<file path="src/rtl/bts_pkg.sv">
// Shared types and constants for the bilinear texture sampler.
// No dependencies; every other file of the block imports this package.
package bts_pkg;

    // fixed field widths
    localparam int SIZE_W     = 13;
    localparam int COORD_IN_W = 16;
    localparam int ADDR_IN_W  = 16;
    localparam int TEXEL_W    = 32;
    localparam int CH_W       = 8;
    localparam int NUM_CH     = 4;
    localparam int OUT_W      = 16;
    localparam int IDX_W      = SIZE_W + 1;
    localparam int CFG_IDX_W  = 2;

    // configuration register indexes
    localparam logic [CFG_IDX_W-1:0] CFG_TEX_WIDTH  = 2'd0;
    localparam logic [CFG_IDX_W-1:0] CFG_TEX_HEIGHT = 2'd1;
    localparam logic [CFG_IDX_W-1:0] CFG_ROW_PITCH  = 2'd2;

    localparam logic [SIZE_W-1:0] SIZE_RESET = 13'd256;

    // item kinds
    localparam logic ACT_WRITE  = 1'b0;
    localparam logic ACT_SAMPLE = 1'b1;

    // corner sequence and result queue
    localparam logic [1:0] CORNER_LAST = 2'd3;
    localparam int FIFO_DEPTH = 4;
    localparam int FIFO_PTR_W = 2;
    localparam int FIFO_CNT_W = 3;

    // control that travels with every memory slot
    typedef struct packed {
        logic valid;
        logic wr;
        logic first;
        logic last;
    } slot_ctl_t;

endpackage

</file>
<file path="src/rtl/bts_blend.sv">
// Blend unit: weights each corner texel, accumulates four corners, queues results.
// Depends on bts_pkg; fed by the texel memory read port of the top level.
module bts_blend import bts_pkg::*; #(
    parameter int WEIGHT_BITS = 8,
    localparam int CW = 2 * WEIGHT_BITS + 1
) (
    input  logic               aclk,
    input  logic               aresetn,
    input  slot_ctl_t          in_ctl,
    input  logic [TEXEL_W-1:0] in_texel,
    input  logic [CW-1:0]      in_cw,
    output logic               m_valid,
    input  logic               m_ready,
    output logic [OUT_W-1:0]   m_red_out,
    output logic [OUT_W-1:0]   m_green_out,
    output logic [OUT_W-1:0]   m_blue_out,
    output logic [OUT_W-1:0]   m_alpha_out
);
    localparam int PW        = CW + CH_W;
    localparam int OUT_SHIFT = 2 * WEIGHT_BITS - 8;
    localparam int ENTRY_W   = NUM_CH * OUT_W;

    slot_ctl_t            p_ctl_reg;
    logic [PW-1:0]        prod_reg [NUM_CH];
    logic [PW-1:0]        acc_reg  [NUM_CH];
    logic [PW-1:0]        sum      [NUM_CH];
    logic [ENTRY_W-1:0]   entry;
    logic                 push;
    logic                 pop;

    logic [ENTRY_W-1:0]    fifo_mem [FIFO_DEPTH];
    logic [FIFO_PTR_W-1:0] wr_ptr_reg, wr_ptr_next;
    logic [FIFO_PTR_W-1:0] rd_ptr_reg, rd_ptr_next;
    logic [FIFO_CNT_W-1:0] cnt_reg, cnt_next;

    // per-channel texel times corner weight
    always_ff @(posedge aclk) begin
        if (!aresetn) begin
            p_ctl_reg <= '0;
        end else begin
            p_ctl_reg <= in_ctl;
        end
    end

    always_ff @(posedge aclk) begin
        for (int ch = 0; ch < NUM_CH; ch++) begin
            prod_reg[ch] <= PW'(in_texel[ch*CH_W +: CH_W]) * PW'(in_cw);
        end
    end

    // accumulate, restarting on the first corner
    always_comb begin
        for (int ch = 0; ch < NUM_CH; ch++) begin
            sum[ch] = (p_ctl_reg.first ? PW'(0) : acc_reg[ch]) + prod_reg[ch];
        end
    end

    always_ff @(posedge aclk) begin
        if (p_ctl_reg.valid) begin
            for (int ch = 0; ch < NUM_CH; ch++) begin
                acc_reg[ch] <= sum[ch];
            end
        end
    end

    // truncate to 8.8 and pack for the queue
    always_comb begin
        for (int ch = 0; ch < NUM_CH; ch++) begin
            entry[ch*OUT_W +: OUT_W] = sum[ch][OUT_SHIFT +: OUT_W];
        end
    end

    assign push = p_ctl_reg.valid & p_ctl_reg.last;
    assign pop  = m_valid & m_ready;

    // result queue
    assign wr_ptr_next = push ? wr_ptr_reg + FIFO_PTR_W'(1) : wr_ptr_reg;
    assign rd_ptr_next = pop ? rd_ptr_reg + FIFO_PTR_W'(1) : rd_ptr_reg;
    assign cnt_next    = cnt_reg + FIFO_CNT_W'(push) - FIFO_CNT_W'(pop);

    always_ff @(posedge aclk) begin
        if (!aresetn) begin
            wr_ptr_reg <= '0;
            rd_ptr_reg <= '0;
            cnt_reg    <= '0;
        end else begin
            wr_ptr_reg <= wr_ptr_next;
            rd_ptr_reg <= rd_ptr_next;
            cnt_reg    <= cnt_next;
        end
    end

    always_ff @(posedge aclk) begin
        if (push) begin
            fifo_mem[wr_ptr_reg] <= entry;
        end
    end

    assign m_valid     = (cnt_reg != '0);
    assign m_red_out   = fifo_mem[rd_ptr_reg][0*OUT_W +: OUT_W];
    assign m_green_out = fifo_mem[rd_ptr_reg][1*OUT_W +: OUT_W];
    assign m_blue_out  = fifo_mem[rd_ptr_reg][2*OUT_W +: OUT_W];
    assign m_alpha_out = fifo_mem[rd_ptr_reg][3*OUT_W +: OUT_W];

    // checks
    a_no_overflow: assert property (@(posedge aclk) disable iff (!aresetn)
        push |-> (cnt_reg != FIFO_CNT_W'(FIFO_DEPTH)))
        else $error("result queue overflow");

    a_corners_back_to_back: assert property (@(posedge aclk) disable iff (!aresetn)
        (in_ctl.valid && !in_ctl.first) |-> $past(in_ctl.valid && !in_ctl.last))
        else $error("corner read without its predecessor");

    a_push_shows: assert property (@(posedge aclk) disable iff (!aresetn)
        push |=> m_valid)
        else $error("pushed result not visible");

endmodule

</file>
<file path="config.mk">
export PLATFORM = sky130hd
export DESIGN_NAME = bts_blend
export DESIGN_NICKNAME = d
export VERILOG_FILES = /design/src/rtl/bts_pkg.sv /design/src/rtl/bts_blend.sv
export SDC_FILE = /design/constraint.sdc
export NUM_CORES = 2
export LEC_CHECK = 0
export ABC_AREA = 1
export BUFFER_PORTS_ARGS = -buffer_cell sky130_fd_sc_hd__buf_2
export CAP_MARGIN = 20
export CORE_AREA = 8 8 381 383
export DETAILED_ROUTE_END_ITERATION = 16
export DIE_AREA = 0 0 389 391
export PLACE_DENSITY = 0.42
export SYNTH_ARGS = -nofsm -noshare
export SYNTH_HDL_FRONTEND = slang
export SYNTH_SLANG_ARGS = --single-unit
</file>
<file path="constraint.sdc">
create_clock -name aclk -period 8.8 [get_ports aclk]
set_clock_uncertainty 0.15 [all_clocks]
set_input_delay 0.44 -clock aclk [delete_from_list [all_inputs] [get_ports aclk]]
set_output_delay 0.44 -clock aclk [all_outputs]
set_load 0.01 [all_outputs]
</file>
==> results.cfg <==
[floorplanning]
rows = 137
die-area_mm2 = 0.152
fp.dieH_um = 391
initial_core_util_pct = 29.9
ioPinCount = 121
dieWidth_um = 389
core_mm2 = 0.139

[layout]
multi_input_area_mm2 = 0.0227
synthToLayoutAreaGrowth_pct = 9.71
seq_area_mm2 = 0.0127
drive_gt1_share_pct = 5.10
postLayoutCoreUtil_pct = 32.8
fin_nets = 6216
largest_reg_flops = 256
n_fill_cell = 15000

[place]
portBuffers = 119
dp_hpwl_mm = 83.8
gp_congestion = 0.859

[setup_path]
crit_fanout = 32
arrival_ns = 4.81
path_cells = buf_2 > nand2_1 > fa_1 > inv_1 > fa_1 > fa_1 > inv_1 > fa_1 > inv_1 > ha_1 > nand2_1 > inv_1 > nand2_1 > nor3_1 > o21ai_0 > nand3_1 > nand2_1
slowest_stage = buf_2
reg2reg_depth = 12
worst-setup-path-type = in2reg
worstPathRequired_ns = 9.10
max_stage_delay_ns = 0.72
cp-start-kind = input pin
end_kind = flop

[flow_run]
drv_cap = 0

[power]
vdd_drop_max_mv = 0.124
p_comb_share_pct = 61.8
p_int_mw = 7.73
switching_share_pct = 49.5
power_mw = 15.3
p_sw_mw = 7.56
clock_power_share_pct = 13.0
power_leakage_nw = 25.5
p_per_area_mw_per_mm2 = 336
power_frac_seq_pct = 25.1

[global_route]
grt_pass1_vias = 32300
antenna_found_initial = 26
grt_max_degree = 89
grt_remaining_overflow = 0
grt_pass1_wl_mm = 182
grt_usage_pct = 14.8

[clock_tree]
post_cts.repair.setup_buffers = 0
cts_buffer_depth = 3
path_clk_slew_ns = 0.07
cts_buffers = 48
insertion_delay_ns = 0.60
cts_root_buf = clkbuf_16
cts_tree = built
cts_num_sinks = 460
h-tree-depth = 2

[routing]
vias_per_cell = 4.31
wl_per_cell_um = 15.2
ant_nets = 0
drc = 0
drtIter0Drc = 1546
routed_wl_mm = 113
via_count = 31900
dr.pass1.iters = 5

[sta]
min_period_ns = 4.51
whs_ns = 0.143
hold_viol = 0
rsz0062_at_grt = no
slew_headroom_pct = 32.9
fin_tns_setup_ns = 0
setup_viol = 0
fmax_mhz = 222
worstMarginPinSlew_ns = 1.01
timing.final.crit_share_pct = 51.2
slew_violations = 0

[synthesis]
syn_nets = 6188
ys_warn_count = 0
syn_area_mm2 = 0.0415
ys_types = 35
ys_ff_latch = 460
synth-main-ff-cell = edfxtp_1
netlist.top_cell.by_area = edfxtp_1
synthArstFlopShare_pct = 0
syn_avg_cell_area_um2 = 7.54
synthDominantCellAreaShare_pct = 25.5
synth-edff-count = 352
synth.area.top_cells = edfxtp_1, fa_1, nand2_1
synth_cells = 5501
ys_seq_area_share_pct = 30.7

[worst_hold_path]
hold_depth = 3
hold_class = in2reg

[run_status]
status = completed
synth_stat cells, types with 24 or more instances:
| library cell | number |
|---|---|
| nand2_1 | 1660 |
| inv_1 | 1442 |
| nor2_1 | 408 |
| fa_1 | 361 |
| edfxtp_1 | 352 |
| ha_1 | 270 |
| nand3_1 | 185 |
| clkbuf_1 | 136 |
| o21ai_0 | 134 |
| dfxtp_1 | 108 |
| a21oi_1 | 104 |
| xor2_1 | 81 |
| o22ai_1 | 64 |
| nand4_1 | 29 |
| nor2_2 | 27 |
| nor3_1 | 27 |
| buf_2 | 24 |
repair_timing:
action / CTS / global route
hold buffers: 6 / 0
endpoints found under the setup margin: 0 / 0
gates resized for setup: 0 / 0
endpoints found under the hold margin: 5 / 0
through the flow:
stage,setup WS (ns),instances,instance area (µm²)
floorplan,2.33,5501,41500
global placement,3.76,7280,43900
detailed placement,3.72,7280,43900
CTS,4.36,7375,45500
global route,3.93,7386,45500
finish,4.29,7391,45500
worst max-delay path: cells and delay by family:
family                     cells  cell delay, ns
AOI/OAI and AO/OA              1            0.17
buffers and inverters          5            0.95
adders and majority gates      5            2.41
and+or+nand+nor                6            0.80
path summary, 6_finish.rpt:
check,start,slack (ns),endpoint
setup / recovery,in_cw[10],4.29,prod_reg[1][17]
hold / removal,in_texel[8],0.14,prod_reg[1][0]
setup reg to reg,p_ctl_reg[1],4.98,acc_reg[0][15]
hold reg to reg,rd_ptr_reg[1],0.31,flop
power groups by stage:
stage,clock (mW),combinational (mW),sequential [mW]
2_1_floorplan,0,6.81,3.70
3_3_place_gp,0,9.51,3.89
3_5_place_dp,0,9.52,3.89
4_1_cts,2.08,9.57,3.85
5_1_grt,2.14,11.0,3.89
6_report,2.00,9.46,3.84
kinds of logic (layout without fill, tap and decap cells):
logic type | Yosys count | in the layout | share of synthesized area (%)
AO/OA/AOI/OAI | 322 | 322 | 4.19
AND/OR/NAND/NOR | 2382 | 2382 | 22.9
other | 0 | 16 | 0
buffers and inverters | 1613 | 1680 | 14.7
flip-flops | 460 | 460 | 30.7
adder cells (fa/ha/maj) | 631 | 631 | 25.6
XOR/XNOR | 93 | 93 | 1.96
placed cells by master, fill, tap and decap left out, drive strengths merged, types with 17 or more instances in the layout:
cell type / Yosys / routed
edfxtp: 352 / 352
nand4: 29 / 29
nand3: 188 / 188
o22ai: 64 / 64
a21oi: 105 / 105
dfxtp: 108 / 108
xor2: 81 / 81
fa: 361 / 361
clkinv: 0 / 17
ha: 270 / 270
nor3: 27 / 27
inv: 1446 / 1447
buf: 29 / 139
o21ai: 136 / 136
nand2: 1681 / 1681
clkbuf: 138 / 64
nor2: 435 / 435
cell type report:
type	instances	share of cell area, %
Multi-Input combinational cell	3428	49.9
Clock buffer	64	2.94
Inverter	1446	11.9
Clock inverter	25	0.456
Antenna cell	16	0.0880
Tap cell	1807	4.97
Sequential cell	460	28.0
Timing Repair Buffer	145	1.77
metal layers:
layer  share of wire, %  vias to the layer above  global-route usage (%)
met5               0.13                        -                       0
met4                1.2                       22                    2.21
met3                3.3                       90                    1.72
met2                 42                      349                    23.3
met1                 53                    15000                    22.2
li1                   -                    16400                       -
Power figures use the tool's default switching activity.
