--- src/rtl/bts_pkg.sv ---
// Shared types and constants for the bilinear texture sampler.
// No dependencies; every other file of the block imports this package.
package bts_pkg;

    // fixed field widths
    localparam int SIZE_W     = 13;
    localparam int COORD_IN_W = 16;
    localparam int ADDR_IN_W  = 16;
    localparam int TEXEL_W    = 32;
    localparam int CH_W       = 8;
    localparam int NUM_CH     = 4;
    localparam int OUT_W      = 16;
    localparam int IDX_W      = SIZE_W + 1;
    localparam int CFG_IDX_W  = 2;

    // configuration register indexes
    localparam logic [CFG_IDX_W-1:0] CFG_TEX_WIDTH  = 2'd0;
    localparam logic [CFG_IDX_W-1:0] CFG_TEX_HEIGHT = 2'd1;
    localparam logic [CFG_IDX_W-1:0] CFG_ROW_PITCH  = 2'd2;

    localparam logic [SIZE_W-1:0] SIZE_RESET = 13'd256;

    // item kinds
    localparam logic ACT_WRITE  = 1'b0;
    localparam logic ACT_SAMPLE = 1'b1;

    // corner sequence and result queue
    localparam logic [1:0] CORNER_LAST = 2'd3;
    localparam int FIFO_DEPTH = 4;
    localparam int FIFO_PTR_W = 2;
    localparam int FIFO_CNT_W = 3;

    // control that travels with every memory slot
    typedef struct packed {
        logic valid;
        logic wr;
        logic first;
        logic last;
    } slot_ctl_t;

endpackage

--- src/rtl/bts_coord_split.sv ---
// Coordinate split: scales a fraction to texel space and returns floor and weight.
// Depends on bts_pkg.
module bts_coord_split import bts_pkg::*; #(
    parameter int FRAC_BITS = 16,
    parameter int WT_BITS   = 8
) (
    input  logic [FRAC_BITS-1:0]    frac,
    input  logic [SIZE_W-1:0]       size,
    output logic signed [IDX_W-1:0] idx,
    output logic [WT_BITS-1:0]      wt
);
    localparam int T_W = FRAC_BITS + SIZE_W;
    localparam int E_W = FRAC_BITS + WT_BITS;

    logic [T_W-1:0]    prod;
    logic [T_W-1:0]    t_val;
    logic [SIZE_W-1:0] whole;
    logic [E_W-1:0]    ext;

    // t = f*size + half, so the floor index is (t >> F) - 1
    assign prod  = T_W'(frac) * T_W'(size);
    assign t_val = prod + (T_W'(1) << (FRAC_BITS - 1));
    assign whole = t_val[T_W-1 -: SIZE_W];
    assign idx   = $signed({1'b0, whole}) - IDX_W'(1);

    // align the fraction to the weight width, truncating or padding
    assign ext = {t_val[FRAC_BITS-1:0], {WT_BITS{1'b0}}};
    assign wt  = ext[E_W-1 -: WT_BITS];

endmodule

--- config.mk ---
export PLATFORM = sky130hd
export DESIGN_NAME = bts_coord_split
export DESIGN_NICKNAME = d
export VERILOG_FILES = /design/src/rtl/bts_pkg.sv /design/src/rtl/bts_coord_split.sv
export SDC_FILE = /design/constraint.sdc
export NUM_CORES = 1
export LEC_CHECK = 0
export ABC_AREA = 1
export ABC_CLOCK_PERIOD_IN_PS = 8900
export BUFFER_PORTS_ARGS = -buffer_cell sky130_fd_sc_hd__buf_2
export CAP_MARGIN = 20
export CORE_MARGIN = 5
export CORE_UTILIZATION = 24
export DETAILED_ROUTE_END_ITERATION = 16
export GPL_TIMING_DRIVEN = 0
export PLACE_DENSITY_LB_ADDON = 0.2
export SYNTH_ARGS = -nofsm -noshare
export SYNTH_HDL_FRONTEND = slang
export SYNTH_SLANG_ARGS = --single-unit
export TNS_END_PERCENT = 30
--- constraint.sdc ---
create_clock -name vclk -period 8.9
set_clock_uncertainty 0.2 [all_clocks]
set_input_delay 0.89 -clock vclk [all_inputs]
set_output_delay 0.89 -clock vclk [all_outputs]
set_load 0.005 [all_outputs]
==> flow_metrics.env, run 1 <==
export IMPL_status="completed"
export IMPL_rsz0062_at_grt="no"
export IMPL_die_y_um=189
export IMPL_grt_pass1_wl_um=37500
export IMPL_dr_wl_met2_um=10900
export IMPL_max_freq_mhz=119
export IMPL_grt_pass1_vias=6896
export IMPL_start_kind="input port"
export IMPL_seq_cells=0
export IMPL_dieArea_um2=35500
export IMPL_setup_worst_path_class="input port to output port"
export IMPL_drive_gt1_share_pct=7.34
export IMPL_syn_area_um2=7650
export IMPL_drtIter0Drc=385
export IMPL_die_w_um=189
export IMPL_synthCells=1063
export IMPL_grt_overflow=0
export IMPL_boundaryPins=51
export IMPL_ys_seq_area_share_pct=0
export IMPL_hold_path_class="input port to output port"
export IMPL_first_pass_iters=5
export IMPL_gp_congestion=0.838
export IMPL_grt_max_degree=11
export IMPL_relSlewSlack_pct=48.0
export IMPL_ant_nets=0
export IMPL_start_util_pct=24.3
export IMPL_regArea_um2=0
export IMPL_critPathMaxStageDelay_ns=0.57
export IMPL_wl_met1_um=11100
export IMPL_tightest_slew_ns=0.780
export IMPL_io_buffers=40
export IMPL_area_growth_pct=9.37
export IMPL_post_cts_buffers=0
export IMPL_post_drt_wl_per_cell_um=15.3
export IMPL_fin_crit_sh_pct=94.5
export IMPL_antenna_found_initial=0
export IMPL_dp_hpwl_um=20300
export IMPL_cts_hold_buf=0
export IMPL_fillers=3564
export IMPL_cap_violations=0
export IMPL_vias=6397
export IMPL_route_top_layer_used="met4"
export IMPL_slew_viol_final=0
export IMPL_rows=65
export IMPL_wl_um=23100
export IMPL_critPathRequiredTime_ns=7.81
export IMPL_hold_viol=0
export IMPL_core_area_um2=31500
export IMPL_yosys_warnings=0
export IMPL_end_kind="output port"
export IMPL_cp_arrival_ns=7.32
export IMPL_cp_common_cell="nand2_1"
export IMPL_grt_usage_pct=13.1
export IMPL_num_clock_buffers=0
export IMPL_via_per_inst=4.25
export IMPL_dr_wl_met3_um=725
export IMPL_fin_util_pct=26.6
export IMPL_yosys_cell_types_count=30
export IMPL_endpoint="idx[6]"
export IMPL_critPathMaxFanout=10
export IMPL_fin_crit_ns=8.41
export IMPL_startpoint="size[5]"
export IMPL_num_antenna_cells=0
export IMPL_setup_tns_ns=0
export IMPL_setup_violations=0
export IMPL_ctsResizeCount=0
export IMPL_fin_nets=1380
export IMPL_avgSynthCellArea_um2=7.20
export IMPL_drc=0
export IMPL_crit_path_top_delay_cell="clkbuf_1"
export IMPL_synth_net_count=1338
[how the worst min path moves through the flow]
| stage | start | to | slack (ns) | depth (start not counted) |
|---|---|---|---|---|
| after floorplan | frac[0] | wt[0] | 1.96 | 5 |
| after global placement | frac[0] | wt[0] | 2.32 | 7 |
| after detailed placement | frac[0] | wt[0] | 2.32 | 7 |
| after CTS | frac[0] | wt[0] | 2.32 | 7 |
| after global routing | frac[0] | wt[0] | 2.39 | 7 |
| final | frac[0] | wt[0] | 2.33 | 7 |
[final cells by class]
cell class | count | area (µm²) | area share (%)
buffer | 40 | 164 | 1.96
inverter | 300 | 1130 | 13.5
multi-input combinational | 723 | 6370 | 76.2
tap | 402 | 503 | 6.01
timing repair buffer | 40 | 200 | 2.39
[Yosys cell counts, types with 8 or more instances]
master | n | area share [%]
nand2_2 | 15 | 1.2
o21ai_0 | 10 | 0.65
nand2_1 | 320 | 16
ha_1 | 93 | 15
nand3_1 | 25 | 1.6
nand4_1 | 8 | 0.65
xor2_1 | 9 | 1.0
inv_1 | 298 | 15
a21oi_1 | 24 | 1.6
fa_1 | 153 | 40
nor2_1 | 28 | 1.4
clkbuf_1 | 38 | 1.9
nor3_1 | 8 | 0.52
[through the flow]
stage	instance area (µm²)	hold slack, ns	setup slack (ns)	instances
after floorplan	7650	1.96	1.41	1063
after global placement	8350	2.32	0.0245	1505
after detailed placement	8350	2.32	0.0351	1505
after CTS	8350	2.32	0.0108	1505
after global routing	8370	2.39	0.00748	1505
final	8370	2.33	0.486	1505
[kinds of logic (layout without fill, tap and decap cells)]
family          count (synthesis)  after routing  synth area share [%]
fa+ha+maj                     246            246                  55.3
compound gates                 42             42                  2.99
simple gates                  418            418                  23.0
buf+inv                       340            380                  16.7
xor+xnor                       17             17                  2.04
[critical path, delay by kind of cell]
| family | cells | cell delay [ns] |
|---|---|---|
| AO/OA/AOI/OAI | 3 | 0.44 |
| adder cells (fa/ha/maj) | 8 | 3.38 |
| buffers and inverters | 8 | 1.46 |
| AND/OR/NAND/NOR | 9 | 1.14 |
[cell usage in the layout, fill, tap and decap left out, types with 3 or more instances in the layout]
| cell | count |
|---|---|
| a21oi_1 | 24 |
| buf_2 | 40 |
| clkbuf_1 | 27 |
| clkbuf_2 | 11 |
| fa_1 | 153 |
| ha_1 | 93 |
| inv_1 | 298 |
| nand2_1 | 320 |
| nand2_2 | 15 |
| nand3_1 | 25 |
| nand3_2 | 3 |
| nand4_1 | 8 |
| nor2_1 | 28 |
| nor2_2 | 3 |
| nor3_1 | 8 |
| o21ai_0 | 10 |
| o21bai_1 | 3 |
| xnor2_1 | 7 |
| xor2_1 | 9 |
[metal layers]
metal	GRT usage, %	vias up
met1	19.1	3126
li1	-	3136
met5	0	-
met3	0.760	22
met2	22.0	113
met4	1.99	0
Power of run 1 is left out: the tool's default activity adds up to more than one toggle a clock period on the data nets, which glitch-free logic cannot reach.
==> inputs of run 2 (changes only) <==
==> constraint.sdc (replaced) <==
create_clock -name vclk -period 8.9
set_clock_uncertainty 0.2 [all_clocks]
set_input_delay 1.78 -clock vclk [all_inputs]
set_output_delay 1.78 -clock vclk [all_outputs]
set_load 0.005 [all_outputs]
==> run 2 against run 1 <==
The run now ends with setup timing left; cell area increased by 22%; flip-flop and latch count unchanged; via count grew 4.5%; count of clock-buffer cells in the layout unchanged; sequential share of layout area stayed put; global-route usage up 0.85 points; setup slack worse by 0.59 ns; critical path depth shrank 4; worst hold slack improved by 1.8 ns.
==> flow_metrics.env, run 2 (synthesized netlist as in run 1, its figures left out) <==
export IMPL_status="finished, violations left"
export IMPL_violations="setup timing"
export IMPL_first_pass_iters=4
export IMPL_drive_gt1_share_pct=24.5
export IMPL_placed_cell_area_um2=8440
export IMPL_critPathMaxFanout=6
export IMPL_fin_crit_ns=9.01
export IMPL_final_area_um2=10200
export IMPL_hold_viol=0
export IMPL_hold_path_class="input port to output port"
export IMPL_post_drt_wl_per_cell_um=15.9
export IMPL_grt_pass1_wl_um=39800
export IMPL_fin_crit_sh_pct=101
export IMPL_ant_nets=0
export IMPL_fillers=3388
export IMPL_grt_max_degree=13
export IMPL_die_y_um=189
export IMPL_max_freq_mhz=111
export IMPL_drc=0
export IMPL_rows=65
export IMPL_start_util_pct=24.3
export IMPL_die_w_um=189
export IMPL_dieArea_um2=35500
export IMPL_cp_common_cell="fa_1"
export IMPL_num_clock_buffers=0
export IMPL_dp_hpwl_um=20600
export IMPL_place_worst_setup_slack_ns=-1.15
export IMPL_vias=6684
export IMPL_core_area_um2=31500
export IMPL_fin_nets=1438
export IMPL_gr_usage_met2_pct=24.3
export IMPL_met1_usage_pct=20.4
export IMPL_end_kind="output port"
export IMPL_worst_slack_ns=-0.105
export IMPL_num_antenna_cells=0
export IMPL_crit_path_top_delay_cell="fa_1"
export IMPL_setup_worst_path_class="input port to output port"
export IMPL_regArea_um2=0
export IMPL_drtIter0Drc=269
export IMPL_slew_viol_final=0
export IMPL_grtUsageMet3_pct=0.574
export IMPL_area_growth_pct=33.2
export IMPL_via_per_inst=4.28
export IMPL_io_buffers=40
export IMPL_cp_arrival_ns=7.03
export IMPL_cp_cell_sequence="buf_6, clkbuf_16, nand2_2, fa_1, fa_1, inv_1, fa_1, fa_1, fa_1, fa_1, ha_4, buf_6, a21oi_4, o21ai_4, nor2_4, nand2_4, xor2_4, ha_4, nand2_4, nor2_4, nand2_1, o21bai_1, o31ai_1, buf_2"
export IMPL_seq_cells=0
export IMPL_boundaryPins=51
export IMPL_tightest_slew_ns=0.376
export IMPL_grt_usage_pct=14.0
export IMPL_rsz0062_at_grt="yes"
export IMPL_stdcell_count=1563
export IMPL_setup_violations=10
export IMPL_relSlewSlack_pct=74.9
export IMPL_critPathRequiredTime_ns=6.92
export IMPL_grt_most_used_layer="met2"
export IMPL_most_common_layout_cells="285 x nand2_1, 285 x inv_1, 142 x fa_1"
export IMPL_fin_util_pct=32.4
export IMPL_cts_hold_buf=0
export IMPL_start_kind="input port"
export IMPL_critPathMaxStageDelay_ns=0.58
export IMPL_grt_pass1_vias=7150
export IMPL_grt_overflow=0
export IMPL_cap_violations=0
export IMPL_dp_cells=1505
export IMPL_wl_um=24900
export IMPL_gp_congestion=0.835
export IMPL_antenna_found_initial=0
## run 2: through the flow
step	TNS [ns]	hold slack, ns
after floorplan	0	3.74
after global placement	-13.07	4.07
after detailed placement	-12.75	4.07
after CTS	-1.56	4.07
after global routing	-3.10	4.13
final	-0.603	4.09
## run 2: layout make-up
| class | count | area [µm²] | area share (%) |
|---|---|---|---|
| inverters | 300 | 1130 | 11.1 |
| repair buffers | 100 | 746 | 7.32 |
| plain buffers | 38 | 712 | 6.99 |
| well taps | 402 | 503 | 4.94 |
| multi-input cells | 723 | 7100 | 69.7 |
## run 2: worst paths after layout
kind	startpoint	endpoint	slack, ns	depth (start not counted)
min	size[1]	wt[0]	4.09	7
max	frac[10]	idx[6]	-0.11	24
## run 2: worst max-delay path, delay by kind of cell
kind / cells / cell delay [ns]
xor+xnor: 1 / 0.18
buf+inv: 5 / 0.56
fa+ha+maj: 8 / 3.49
simple gates: 6 / 0.53
compound gates: 4 / 0.47
## run 2: what timing repair did
action,in CTS,in global routing
setup endpoints to repair,20,13
buffers inserted,41,17
cloned,0,2
gates resized for setup,200,97
pin swaps,44,61
## run 2: routing by layer
layer	wire [µm]	up-vias
met3	851	9
met1	11700	3322
met5	0	-
met2	12200	94
met4	141	0
li1	-	3259
Power of run 2 is left out for the same reason.
