### config.mk
export PLATFORM = sky130hd
export DESIGN_NAME = bts_addr_unit
export DESIGN_NICKNAME = d
export VERILOG_FILES = /design/src/rtl/bts_pkg.sv /design/src/rtl/bts_addr_unit.sv
export SDC_FILE = /design/constraint.sdc
export NUM_CORES = 1
export LEC_CHECK = 0
export BUFFER_PORTS_ARGS = -buffer_cell sky130_fd_sc_hd__buf_2
export CORE_UTILIZATION = 60
export DETAILED_ROUTE_END_ITERATION = 6
export GPL_TIMING_DRIVEN = 0
export HOLD_SLACK_MARGIN = 0.1
export PLACE_DENSITY = 0.82
export SLEW_MARGIN = 20
export SYNTH_ARGS = -nofsm -noshare
export SYNTH_HDL_FRONTEND = slang
export SYNTH_SLANG_ARGS = --single-unit
### constraint.sdc
create_clock -name aclk -period 8.7 [get_ports aclk]
set_input_delay 0.435 -clock aclk [delete_from_list [all_inputs] [get_ports aclk]]
set_output_delay 0.435 -clock aclk [all_outputs]
set_load 0.005 [all_outputs]
### src/rtl/bts_pkg.sv
// Shared types and constants for the bilinear texture sampler.
// No dependencies; every other file of the block imports this package.
package bts_pkg;

    // fixed field widths
    localparam int SIZE_W     = 13;
    localparam int COORD_IN_W = 16;
    localparam int ADDR_IN_W  = 16;
    localparam int TEXEL_W    = 32;
    localparam int CH_W       = 8;
    localparam int NUM_CH     = 4;
    localparam int OUT_W      = 16;
    localparam int IDX_W      = SIZE_W + 1;
    localparam int CFG_IDX_W  = 2;

    // configuration register indexes
    localparam logic [CFG_IDX_W-1:0] CFG_TEX_WIDTH  = 2'd0;
    localparam logic [CFG_IDX_W-1:0] CFG_TEX_HEIGHT = 2'd1;
    localparam logic [CFG_IDX_W-1:0] CFG_ROW_PITCH  = 2'd2;

    localparam logic [SIZE_W-1:0] SIZE_RESET = 13'd256;

    // item kinds
    localparam logic ACT_WRITE  = 1'b0;
    localparam logic ACT_SAMPLE = 1'b1;

    // corner sequence and result queue
    localparam logic [1:0] CORNER_LAST = 2'd3;
    localparam int FIFO_DEPTH = 4;
    localparam int FIFO_PTR_W = 2;
    localparam int FIFO_CNT_W = 3;

    // control that travels with every memory slot
    typedef struct packed {
        logic valid;
        logic wr;
        logic first;
        logic last;
    } slot_ctl_t;

endpackage

### src/rtl/bts_addr_unit.sv
// Address pipeline: linear texel address, modulo the store size, corner weight.
// Depends on bts_pkg; the modulo uses a reciprocal multiply and one correction.
module bts_addr_unit import bts_pkg::*; #(
    parameter int STORE_WORDS = 65536,
    parameter int WEIGHT_BITS = 8,
    localparam int AW = $clog2(STORE_WORDS),
    localparam int CW = 2 * WEIGHT_BITS + 1
) (
    input  logic                 aclk,
    input  logic                 aresetn,
    input  slot_ctl_t            in_ctl,
    input  logic [SIZE_W-1:0]    in_cx,
    input  logic [SIZE_W-1:0]    in_cy,
    input  logic [ADDR_IN_W-1:0] in_waddr,
    input  logic [TEXEL_W-1:0]   in_wdata,
    input  logic [WEIGHT_BITS:0] in_wx,
    input  logic [WEIGHT_BITS:0] in_wy,
    input  logic [SIZE_W-1:0]    row_pitch,
    output slot_ctl_t            mem_ctl,
    output logic [AW-1:0]        mem_addr,
    output logic [TEXEL_W-1:0]   mem_wdata,
    output logic [CW-1:0]        mem_cw
);
    localparam int LW  = 2 * SIZE_W + 1;
    localparam int LW2 = 2 * LW;
    localparam int CWF = 2 * WEIGHT_BITS + 2;
    localparam logic [LW-1:0] MOD   = LW'(STORE_WORDS);
    localparam logic [LW-1:0] RECIP = LW'((64'd1 << LW) / STORE_WORDS);

    // stage 1: corner coordinates
    slot_ctl_t            s1_ctl_reg;
    logic [SIZE_W-1:0]    s1_cx_reg, s1_cy_reg;
    logic [ADDR_IN_W-1:0] s1_waddr_reg;
    logic [TEXEL_W-1:0]   s1_wdata_reg;
    logic [WEIGHT_BITS:0] s1_wx_reg, s1_wy_reg;

    // stage 2: linear address and corner weight
    slot_ctl_t          s2_ctl_reg;
    logic [LW-1:0]      s2_lin_reg;
    logic [TEXEL_W-1:0] s2_wdata_reg;
    logic [CW-1:0]      s2_cw_reg;
    logic [LW-1:0]      lin_next;
    logic [CWF-1:0]     cw_full;

    // stage 3: quotient estimate
    slot_ctl_t          s3_ctl_reg;
    logic [LW-1:0]      s3_lin_reg;
    logic [LW-1:0]      s3_q_reg;
    logic [TEXEL_W-1:0] s3_wdata_reg;
    logic [CW-1:0]      s3_cw_reg;
    logic [LW2-1:0]     q_full;

    // stage 4: quotient times store size
    slot_ctl_t          s4_ctl_reg;
    logic [LW-1:0]      s4_lin_reg;
    logic [LW-1:0]      s4_qm_reg;
    logic [TEXEL_W-1:0] s4_wdata_reg;
    logic [CW-1:0]      s4_cw_reg;
    logic [LW2-1:0]     qm_full;

    // stage 5: remainder with one correction
    slot_ctl_t          s5_ctl_reg;
    logic [AW-1:0]      s5_addr_reg;
    logic [TEXEL_W-1:0] s5_wdata_reg;
    logic [CW-1:0]      s5_cw_reg;
    logic [LW-1:0]      rem_raw;
    logic [LW-1:0]      rem_fix;

    assign lin_next = s1_ctl_reg.wr ? LW'(s1_waddr_reg)
                    : LW'(s1_cx_reg) + LW'(s1_cy_reg) * LW'(row_pitch);
    assign cw_full  = CWF'(s1_wx_reg) * CWF'(s1_wy_reg);
    assign q_full   = LW2'(s2_lin_reg) * LW2'(RECIP);
    assign qm_full  = LW2'(s3_q_reg) * LW2'(MOD);
    assign rem_raw  = s4_lin_reg - s4_qm_reg;
    assign rem_fix  = (rem_raw >= MOD) ? rem_raw - MOD : rem_raw;

    // slot control, cleared by reset
    always_ff @(posedge aclk) begin
        if (!aresetn) begin
            s1_ctl_reg <= '0;
            s2_ctl_reg <= '0;
            s3_ctl_reg <= '0;
            s4_ctl_reg <= '0;
            s5_ctl_reg <= '0;
        end else begin
            s1_ctl_reg <= in_ctl;
            s2_ctl_reg <= s1_ctl_reg;
            s3_ctl_reg <= s2_ctl_reg;
            s4_ctl_reg <= s3_ctl_reg;
            s5_ctl_reg <= s4_ctl_reg;
        end
    end

    // payload stages
    always_ff @(posedge aclk) begin
        s1_cx_reg    <= in_cx;
        s1_cy_reg    <= in_cy;
        s1_waddr_reg <= in_waddr;
        s1_wdata_reg <= in_wdata;
        s1_wx_reg    <= in_wx;
        s1_wy_reg    <= in_wy;

        s2_lin_reg   <= lin_next;
        s2_wdata_reg <= s1_wdata_reg;
        s2_cw_reg    <= cw_full[CW-1:0];

        s3_lin_reg   <= s2_lin_reg;
        s3_q_reg     <= q_full[LW2-1:LW];
        s3_wdata_reg <= s2_wdata_reg;
        s3_cw_reg    <= s2_cw_reg;

        s4_lin_reg   <= s3_lin_reg;
        s4_qm_reg    <= qm_full[LW-1:0];
        s4_wdata_reg <= s3_wdata_reg;
        s4_cw_reg    <= s3_cw_reg;

        s5_addr_reg  <= rem_fix[AW-1:0];
        s5_wdata_reg <= s4_wdata_reg;
        s5_cw_reg    <= s4_cw_reg;
    end

    assign mem_ctl   = s5_ctl_reg;
    assign mem_addr  = s5_addr_reg;
    assign mem_wdata = s5_wdata_reg;
    assign mem_cw    = s5_cw_reg;

endmodule

==> qor.csv, run 1 <==
stage,metric,value,unit
floorplanning,die-height,156,um
setup_path,required,9.10,ns
setup_path,crit_arrival,6.39,ns
logic_synthesis,synth_nets,1535,
placement,io_buffer_count,177,
grt,grt_pass1_wl,45200,um
setup_path,path_max_fanout,10,
pwr,power,6.11,mW
worst_hold_path,min_path_type,in -> reg,
sta,rsz0062_at_grt,false,
logic_synthesis,synth_area,14300,um2
floorplanning,die_w,156,um
setup_path,cp-end-kind,flop,
logic_synthesis,netlist_instances,1203,
sta,slew_violations,0,
sta,finalHoldViolations,0,
sta,slew_headroom,58.2,%
sta,setup_viol,0,
grt,grt_max_degree,16,
detailed_routing,routed_wirelength,28400,um
logic_synthesis,postSynthAreaPerCell,11.9,um2
placement,pre_cts_ws,2.45,ns
job,cap_violations,0,
run_status,status,"finished, final reports clean",
setup_path,reg2reg_from,s1_cy_reg[6],
clock_tree,cts.sinks,372,
placement,dp_hpwl,18800,um
clock_tree,path_clk_slew,0.06,ns
logic_synthesis,synth_seq_cells,372,
pwr,leakagePower,8.55,nW
setup_path,crit_type,reg -> reg,
detailed_routing,via_per_inst,4.73,
detailed_routing,antenna_left,0,
clock_tree,cts-root-buf,clkbuf_16,
setup_path,rrSetupSlack,2.71,ns
worst_hold_path,worst_hold_startpoint,in_ctl[0],
grt,antenna_found_initial,3,
floorplanning,start_util,61.0,%
worst_hold_path,hold_depth,2,
sta,worst_pin_slew,0.621,ns
logic_synthesis,seq_area_frac_synth,52.1,%
clock_tree,htree_num_levels,2,
setup_path,r2r_end,s2_lin_reg[15],
pwr,ir_drop,0.303,mV
finish,drive_above_1_share,16.0,%
sta,fin_worst_skew,0.0125,ns
finish,fillers,1502,
clock_tree,cts_resized,0,
floorplanning,die-area,24400,um2
setup_path,ff2ff_path_depth,20,
finish,final_core_util,75.7,%
detailed_routing,drc,0,
floorplanning,rows,56,
placement,place_congestion,0.854,
logic_synthesis,synth_warnings,0,
worst_hold_path,holdPathEnd,s1_ctl_reg[0],
finish,final-seq-area,7450,um2
floorplanning,ios,180,
setup_path,cp-start-kind,flop,
sta,tns,0,ns
sta,max_clock_freq,0.167,GHz
floorplanning,fp.coreArea,23400,um2
clock_tree,cts_max_path_buffers,3,
grt,gr-total-overflow,0,
finish,nNetsFinal,1842,
detailed_routing,vias,8774,
grt,grt_pass1_vias,9286,
sta,fin_crit_sh,68.8,%
clock_tree,cts_tree,built,
sta,layout_setup_ws,2.71,ns
finish,synthToLayoutAreaGrowth,24.0,%
pwr,p_per_area,345,nW/um2
clock_tree,numCtsBuffers,36,
grt,track_usage,24.0,%
detailed_routing,wl_per_cell,15.3,um
clock_tree,clkLatencyLatePin,0.52,ns
finish,multi_input_area,5990,um2
sta,final.min_clock_period,5.99,ns
detailed_routing,drt_iter0_markers,520,
logic_synthesis,yosysUniqueCellTypes,36,
detailed_routing,first_pass_iters,5,
cells in the final DEF (no fill, tap or decap), types with 2 or more instances in the layout:
| cell type | synthesis | final |
|---|---|---|
| dfxtp_1 | 372 | 372 |
| inv_1 | 195 | 195 |
| buf_2 | 0 | 177 |
| fa_1 | 136 | 136 |
| nand2_1 | 129 | 129 |
| and2_1 | 112 | 112 |
| dlygate4sd3_1 | 0 | 92 |
| ha_1 | 85 | 85 |
| clkbuf_1 | 31 | 37 |
| clkbuf_16 | 0 | 36 |
| xnor2_1 | 31 | 31 |
| o21ai_0 | 20 | 20 |
| nor2_1 | 14 | 14 |
| xor2_1 | 12 | 12 |
| a21oi_1 | 11 | 11 |
| o21a_1 | 8 | 8 |
| mux2_2 | 6 | 6 |
| a21o_1 | 5 | 5 |
| nor3_1 | 5 | 5 |
| inv_6 | 0 | 5 |
| clkbuf_8 | 0 | 5 |
| bufinv_16 | 0 | 4 |
| clkinv_2 | 0 | 4 |
| a31oi_1 | 3 | 3 |
| o21bai_1 | 3 | 3 |
| diode_2 | 0 | 2 |
| nor2b_1 | 2 | 2 |
| o31a_1 | 2 | 2 |
| and3_1 | 2 | 2 |
| o31ai_1 | 2 | 2 |
| or4_1 | 2 | 2 |
| or2_2 | 2 | 2 |
| a211o_1 | 2 | 2 |
metal layers:
| metal | routed length [um] | GRT usage [%] | vias to the layer above | share of wire, % |
|---|---|---|---|---|
| li1 | - | - | 4233 | - |
| met4 | 665 | 7.94 | 0 | 2.3 |
| met1 | 11400 | 28.3 | 4202 | 40 |
| met5 | 0 | 0 | - | 0 |
| met3 | 1950 | 5.65 | 51 | 6.9 |
| met2 | 14400 | 43.1 | 288 | 51 |
cells in the mapped netlist (all sizes together):
cell type | instances | area share, %
clkbuf | 31 | 0.81
o22ai | 1 | 0.044
inv | 195 | 5.1
nor2 | 14 | 0.37
dfxtp | 372 | 52
nand2 | 129 | 3.4
nor3 | 5 | 0.18
fa | 136 | 19
a21oi | 11 | 0.39
a221o | 1 | 0.070
xor2 | 12 | 0.74
a211oi | 2 | 0.14
and3 | 3 | 0.14
mux2 | 6 | 0.47
a21o | 5 | 0.26
o31a | 2 | 0.12
nor2b | 2 | 0.088
o21bai | 3 | 0.16
or4 | 2 | 0.11
ha | 85 | 7.4
or3 | 1 | 0.044
xnor2 | 31 | 1.9
or2 | 2 | 0.088
o21ai | 21 | 0.74
o221a | 1 | 0.079
a31o | 1 | 0.061
a211o | 2 | 0.12
o31ai | 2 | 0.11
a31oi | 3 | 0.13
and2 | 113 | 4.9
a41oi | 1 | 0.11
o21a | 8 | 0.42
layout make-up:
type,instances,share of cell area [%]
Clock inverter,16,1.30
Sequential cell,372,42.0
Clock buffer,47,5.60
Inverter,195,4.13
Buffer,31,0.657
Multi-Input combinational cell,605,33.8
Timing Repair Buffer,269,10.2
Tap cell,319,2.25
Antenna cell,2,0.0283
through the flow:
stage,hold slack (ns),instances,instance area (um2)
6_report,0.135,1856,17700
5_1_grt,0.122,1855,17700
2_1_floorplan,0.310,1203,14300
3_5_place_dp,0.312,1699,15600
4_1_cts,0.116,1854,17700
3_3_place_gp,0.309,1699,15600
worst max path at each step:
stage | startpoint | to | slack, ns
2_1_floorplan | row_pitch[2] | s2_lin_reg[15] | 2.98
3_3_place_gp | row_pitch[2] | s2_lin_reg[15] | 2.53
3_5_place_dp | row_pitch[2] | s2_lin_reg[15] | 2.45
4_1_cts | s1_cy_reg[6] | s2_lin_reg[15] | 2.71
5_1_grt | s1_cy_reg[6] | s2_lin_reg[15] | 2.50
6_report | s1_cy_reg[6] | s2_lin_reg[15] | 2.71
worst max-delay path, cell delays in order, from the launching register on:
cell and delay [ns]:
dfxtp_1 0.29, clkbuf_1 0.26, and2_1 0.25, fa_1 0.53, inv_1 0.05, fa_1 0.52
inv_1 0.05, fa_1 0.53, fa_1 0.44, fa_1 0.54, inv_1 0.05, fa_1 0.49
inv_1 0.04, ha_1 0.35, a21o_1 0.20, a211o_1 0.30, a31o_1 0.24, a221o_1 0.31
a41oi_2 0.19, xnor2_1 0.16, o21ai_1 0.07
where the power goes:
group	leakage [nW]	internal, mW	switching [mW]	total, mW
Clock	0.597	0.936	0.639	1.58
Combinational	4.82	1.09	1.29	2.38
Sequential	3.13	2.06	0.0898	2.15
Total	8.55	4.08	2.02	6.11
what timing repair did:
action / CTS / global route
buffers inserted: 0 / 0
hold buffers: 92 / 0
endpoints found under the hold margin: 92 / 0
cell families (layout without fill, tap and decap cells):
family,after synthesis,in the layout,synth area share (%)
adder cells (fa/ha/maj),221,221,26.5
AND/OR/NAND/NOR,271,271,9.35
flip-flops,372,372,52.1
multiplexers,6,6,0.473
other,0,2,0
XOR/XNOR,43,43,2.64
AO/OA/AOI/OAI,64,64,2.95
buffers and inverters,226,558,5.94
(Power assumes the default switching activity.)
==> inputs of run 2 (changes only) <==
Settings changed: CORE_UTILIZATION 60 to 52, PLACE_DENSITY 0.82 to 0.76.
Clock period 8.7 ns to 5 ns, I/O delays scaled along.
==> run 2 against run 1 <==
- the run now ends with setup timing left
- count of clock-buffer cells in the layout rose by 2
- highest routed layer unchanged
- total power up 88%
- utilization decreased by 8.1 points
==> qor.csv, run 2 (synthesis results as in run 1) <==
stage,metric,value,unit,change
floorplanning,die-area,28100,um2,+15%
setup_path,cp_slowest_cell,fa_1,,
pwr,ir_drop,0.617,mV,+100%
placement,dp_hpwl,18500,um,-1.2%
pwr,p_sw_share,33.2,%,+0.061 points
pwr,sequentialPowerShare,32.6,%,-2.6 points
setup_path,cp-start-kind,flop,,
floorplanning,die_w,168,um,+7.3%
grt,grt_pass1_wl,45600,um,+0.84%
sta,setup_viol,6,,+6
sta,max_clock_freq,0.183,GHz,+9.3%
finish,synthToLayoutAreaGrowth,27.6,%,
pwr,p_int,7.67,mW,+88%
placement,place_congestion,0.837,,-2.0%
grt,track_usage,20.5,%,-3.6 points
floorplanning,rows,60,,+7.1%
floorplanning,start_util,53.0,%,-8.0 points
setup_path,path_max_fanout,4,,-6
pwr,p_per_area,629,nW/um2,+83%
finish,final_common_cell,dfxtp_1,,
clock_tree,cts-root-buf,clkbuf_16,,
sta,rsz0062_at_grt,true,,
detailed_routing,wl_per_cell,14.6,um,-4.3%
floorplanning,ios,180,,unchanged
clock_tree,cts_tree,built,,
clock_tree,cts.sinks,372,,unchanged
pwr,clockPowerShare,24.4,%,-1.4 points
finish,postLayoutCellArea,18200,um2,+2.9%
sta,slew_headroom,62.8,%,+4.6 points
setup_path,crit_arrival,5.87,ns,-0.52 ns
sta,layout_setup_ws,-0.477,ns,-3.19 ns
run_status,violations,setup timing,,
detailed_routing,drc,0,,unchanged
pwr,leakagePower,8.72,nW,+1.9%
placement,placed_cell_area,15700,um2,+0.96%
setup_path,crit_type,reg -> reg,,
detailed_routing,vias,8777,,+0.034%
finish,final_cell_mix,"362 x dfxtp_1, 182 x inv_1, 177 x buf_2",,
detailed_routing,drt_iter0_markers,406,,-22%
job,cap_violations,0,,unchanged
placement,pre_cts_ws,-0.784,ns,-3.23 ns
sta,slew_violations,0,,unchanged
finish,nNetsFinal,1859,,+0.92%
clock_tree,htree_num_levels,2,,unchanged
clock_tree,cts_max_path_buffers,3,,unchanged
finish,final_core_util,67.6,%,-8.1 points
pwr,p_switching,3.80,mW,+88%
detailed_routing,routed_wirelength,27700,um,-2.2%
setup_path,cp-end-kind,flop,,
finish,layout.cells.non_filler,1896,,+2.2%
pwr,power_frac_comb,43.0,%,+4.0 points
worst_hold_path,min_path_type,in -> reg,,
floorplanning,die-height,168,um,+7.3%
sta,final.min_clock_period,5.48,ns,-0.511 ns
grt,grt_max_degree,16,,unchanged
setup_path,cp_slowest_stage_delay,0.52,ns,-0.02 ns
setup_path,path_cells,and2_4 -> fa_1 -> inv_1 -> fa_1 -> inv_2 -> fa_1 -> inv_1 -> fa_1 -> inv_1 -> fa_1 -> inv_2 -> fa_2 -> inv_2 -> ha_2 -> a21o_1 -> a211o_1 -> a31o_1 -> a221o_1 -> a41oi_2 -> xnor2_2 -> o21ai_1,,
placement,placedCellCount,1721,,+1.3%
sta,fin_crit_sh,110,%,+41 points
setup_path,required,5.39,ns,-3.71 ns
grt,gr-total-overflow,0,,unchanged
clock_tree,path_clk_slew,0.07,ns,about the same
sta,hold_ws,0.150,ns,+0.0146 ns
setup_path,crit_top_cell,fa_1,,
grt,antenna_found_initial,3,,unchanged
placement,io_buffer_count,177,,unchanged
clock_tree,numCtsBuffers,37,,+2.8%
floorplanning,fp.coreArea,27000,um2,+15%
run_status,status,"finished, violations left",,
detailed_routing,via_per_inst,4.63,,-2.1%
sta,finalHoldViolations,0,,unchanged
sta,worst_pin_slew,0.553,ns,-0.0681 ns
finish,drive_above_1_share,20.7,%,+4.7 points
detailed_routing,antenna_left,0,,unchanged
sta,fin_worst_skew,0.0183,ns,+0.00576 ns
grt,grt_pass1_vias,9412,,+1.4%
clock_tree,clkLatencyLatePin,0.52,ns,about the same
detailed_routing,first_pass_iters,5,,unchanged
==> run 2: power groups by stage <==
| stage | clock [mW] | sequential (mW) | combinational (mW) |
|---|---|---|---|
| finish | 2.80 | 3.74 | 4.93 |
| CTS | 2.85 | 3.74 | 4.49 |
| global placement | 0 | 3.77 | 4.07 |
| global route | 2.99 | 3.80 | 5.52 |
| detailed placement | 0 | 3.79 | 4.19 |
| floorplan | 0 | 3.76 | 3.20 |
==> run 2: final timing paths <==
| check | startpoint | to | slack (ns) | cells after the start |
|---|---|---|---|---|
| worst min register to register | s2_lin_reg[2] | s3_lin_reg[2] | 0.31 | 0 |
| worst max register to register | s1_cy_reg[7] | s2_lin_reg[15] | -0.48 | 21 |
| worst min-delay path | aresetn | s3_ctl_reg[0] | 0.15 | 2 |
| worst max-delay path | s1_cy_reg[7] | s2_lin_reg[15] | -0.48 | 21 |
==> run 2: timing repair <==
action / in CTS / in global routing
buffers inserted: 8 / 6
pin swaps: 15 / 13
setup endpoints to repair: 7 / 8
resized for setup: 20 / 47
hold buffers: 96 / 0
hold endpoints to repair: 96 / 0
==> run 2: routing by layer <==
layer / wire (um) / track usage [%]
met5: 0 / 0
met4: 478 / 5.35
met1: 11600 / 25.3
met3: 1780 / 4.30
met2: 13800 / 36.2
==> run 2: final cells by class <==
cell class,instances,area [um2]
antenna,3,7.51
buffer,29,178
clock buffer,49,1040
clock inverter,15,231
fill,1912,8720
inverter,195,732
multi-input combinational,605,6180
sequential,372,7470
tap,341,427
timing repair buffer,287,1960
==> run 2: critical path, delay by kind of cell, from the launching register on <==
kind            cells  cell delay (ns)
simple gates        1             0.14
flops               1             0.35
xor+xnor            1             0.15
buf+inv             6             0.26
compound gates      6             1.32
fa+ha+maj           7             3.15
==> run 2: stage by stage <==
stage | TNS, ns | total power [mW]
floorplan | -0.456 | 6.96
global placement | -2.69 | 7.84
global route | -2.66 | 12.3
finish | -1.50 | 11.5
detailed placement | -3.29 | 7.98
CTS | -2.20 | 11.1
==> inputs of run 3 (changes only) <==
==> constraint.sdc (replaced) <==
create_clock -name aclk -period 5 [get_ports aclk]
set_input_delay 1 -clock aclk [delete_from_list [all_inputs] [get_ports aclk]]
set_output_delay 1 -clock aclk [all_outputs]
set_load 0.005 [all_outputs]
==> run 3 against run 2 <==
- the flow still finishes with violations (setup timing)
- non-clock buffer count fell by 88
- cell count down 4.6%
- total power grew 3.4%
- sequential share of layout area increased by 1.9 points
- clock skew increased by 0.0099 ns
- design area decreased by 4.8%
- sequential cell count did not move
- count of clock-buffer cells in the layout stayed put
- die area is the same
- worst setup slack lost 0.22 ns
==> qor.csv, run 3 (synthesis results as in run 1) <==
stage,metric,value,unit,change
detailed_routing,routed_wirelength,25600,um,-7.5%
setup_path,cp_slowest_cell,fa_1,,
sta,slew_violations,0,,unchanged
setup_path,reg2reg_from,s1_cy_reg[5],,
sta,setup_viol,8,,+2
finish,synthToLayoutAreaGrowth,21.5,%,
clock_tree,cts.sinks,372,,unchanged
sta,tns,-4.12,ns,-2.62 ns
worst_hold_path,holdPathEnd,mem_addr[0],,
clock_tree,ctsHoldBuffers,0,,-100%
sta,rsz0062_at_grt,true,,
setup_path,cp-end-kind,flop,,
clock_tree,numCtsBuffers,37,,unchanged
setup_path,ff2ff_path_depth,22,,+4.8%
detailed_routing,wl_per_cell,14.2,um,-3.0%
worst_hold_path,min_path_type,reg -> reg,,
pwr,ir_drop,0.639,mV,+3.4%
grt,grt_pass1_wl,42100,um,-7.6%
clock_tree,path_clk_slew,0.06,ns,about the same
finish,final_cell_mix,"372 x dfxtp_1, 180 x inv_1, 174 x buf_2",,
pwr,leakagePower,8.37,nW,-4.0%
floorplanning,rows,60,,unchanged
grt,grt_max_degree,16,,unchanged
setup_path,crit_arrival,6.10,ns,+0.23 ns
setup_path,crit_type,in -> reg,,
detailed_routing,wl_met2,12400,um,-11%
floorplanning,fp.coreArea,27000,um2,unchanged
detailed_routing,antenna_left,0,,unchanged
sta,fin_crit_sh,114,%,+4.4 points
finish,final_common_cell,dfxtp_1,,
grt,track_usage,18.9,%,-1.5 points
clock_tree,cts-root-buf,clkbuf_16,,
grt,gr-total-overflow,0,,unchanged
placement,io_buffer_count,177,,unchanged
sta,layout_setup_ws,-0.695,ns,-0.218 ns
floorplanning,die-height,168,um,unchanged
setup_path,cp-start-kind,input pin,,
setup_path,r2r_end,s2_lin_reg[15],,
worst_hold_path,worst_hold_startpoint,s4_lin_reg[0],,
detailed_routing,vias,8409,,-4.2%
clock_tree,cts_tree,built,,
finish,fillers,2036,,+6.5%
detailed_routing,drc,0,,unchanged
finish,drive_above_1_share,22.3,%,+1.5 points
grt,antenna_found_initial,1,,-2
detailed_routing,first_pass_iters,4,,-1
grt,grt_pass1_vias,8851,,-6.0%
sta,final.min_clock_period,5.70,ns,+0.218 ns
sta,max_clock_freq,0.176,GHz,-3.8%
sta,fin_worst_skew,0.0282,ns,+0.00992 ns
setup_path,crit_top_cell,fa_1,,
sta,slew_headroom,59.5,%,-3.3 points
clock_tree,cts_max_path_buffers,3,,unchanged
detailed_routing,drt_iter0_markers,362,,-11%
sta,finalHoldViolations,0,,unchanged
finish,nNetsFinal,1771,,-4.7%
pwr,power,11.9,mW,+3.4%
job,cap_violations,0,,unchanged
run_status,status,"finished, violations left",,
floorplanning,die-area,28100,um2,unchanged
placement,place_congestion,0.856,,+2.3%
clock_tree,clkLatencyLatePin,0.53,ns,about the same
floorplanning,start_util,53.0,%,unchanged
worst_hold_path,hold_depth,0,,-2
sta,hold_ws,0.306,ns,+0.157 ns
sta,worst_pin_slew,0.602,ns,+0.0487 ns
floorplanning,ios,180,,unchanged
detailed_routing,highest_layer,met4,,
detailed_routing,via_per_inst,4.65,,+0.47%
clock_tree,htree_num_levels,2,,unchanged
setup_path,required,5.41,ns,+0.02 ns
floorplanning,die_w,168,um,unchanged
setup_path,path_max_fanout,6,,+2
setup_path,cp_slowest_stage_delay,0.55,ns,+0.03 ns
setup_path,rrSetupSlack,-0.58,ns,-0.10 ns
setup_path,path_cells,buf_8 -> buf_8 -> and2_4 -> fa_1 -> inv_2 -> fa_1 -> inv_2 -> fa_1 -> fa_1 -> fa_1 -> inv_2 -> fa_1 -> inv_2 -> ha_4 -> or2_4 -> a31o_1 -> a221o_1 -> a41oi_2 -> xnor2_2 -> o21ai_1,,
detailed_routing,wl_met3,1380,um,-22%
placement,dp_hpwl,18700,um,+0.91%
run_status,violations,setup timing,,
detailed_routing,drt-met1-wl,11300,um,-2.4%
pwr,p_per_area,683,nW/um2,+8.6%
==> run 3: changes by cell type in the layout (fill, tap and decap cells not counted), moves of 5 or more <==
| cell | delta |
|---|---|
| buf_4 | +8 |
| clkbuf_2 | +5 |
| dlygate4sd3_1 | -96 |
| dfxtp_1 | +10 |
| dfxtp_2 | -5 |
| dfxtp_4 | -5 |
==> run 3: per-stage QoR <==
| stage | setup slack, ns | cell area [um2] | util [%] | std cells |
|---|---|---|---|---|
| floorplan | -1.02 | 14400 | - | 1203 |
| CTS | -0.751 | 17200 | 63.8 | 1799 |
| detailed placement | -1.53 | 15700 | 58.3 | 1721 |
| global placement | -1.45 | 15700 | 58.3 | 1721 |
| finish | -0.695 | 17400 | 64.4 | 1808 |
| global route | -0.818 | 17300 | 64.4 | 1805 |
==> run 3: critical path: cells and delay by family <==
family / cells / cell delay [ns]
adders and majority gates: 7 / 3.34
AOI/OAI and AO/OA: 4 / 0.80
buffers and inverters: 6 / 0.40
and+or+nand+nor: 2 / 0.39
xor gates and xnor gates: 1 / 0.14
==> run 3: report_power, final <==
part	switching [mW]	internal, mW	leakage, nW
Sequential	0.141	3.59	3.13
Combinational	2.73	2.60	4.62
Clock	1.11	1.69	0.618
Total	3.98	7.87	8.37
==> run 3: what timing repair did <==
action	CTS	global route
setup endpoints to repair	8	10
setup buffers	16	8
pin swaps	27	33
gates resized for setup	28	43
==> run 3: per-layer routing <==
layer | up-vias | global-route usage, %
met2 | 226 | 32.1
met3 | 48 | 3.73
met1 | 4046 | 24.4
met5 | - | 0
li1 | 4089 | -
met4 | 0 | 6.02
==> run 3: how the worst max path moves through the flow <==
stage                  from             end  slack [ns]  cells after the start
6_report       row_pitch[2]  s2_lin_reg[15]       -0.70                     20
5_1_grt        row_pitch[2]  s2_lin_reg[15]       -0.82                     20
4_1_cts        row_pitch[1]  s2_lin_reg[15]       -0.75                     23
3_5_place_dp   row_pitch[4]  s2_lin_reg[15]       -1.53                     19
3_3_place_gp   row_pitch[4]  s2_lin_reg[15]       -1.45                     19
2_1_floorplan  row_pitch[2]  s2_lin_reg[15]       -1.02                     22
==> run 3: area by class of cell <==
class / instances / area [um2] / share of cell area (%)
clock inverter: 15 / 235 / 1.36
antenna: 3 / 7.51 / 0.0433
sequential: 372 / 7450 / 42.9
inverter: 195 / 732 / 4.22
multi-input combinational: 605 / 6210 / 35.8
timing repair buffer: 200 / 1100 / 6.34
buffer: 28 / 146 / 0.844
clock buffer: 49 / 1040 / 6.00
tap: 341 / 427 / 2.46
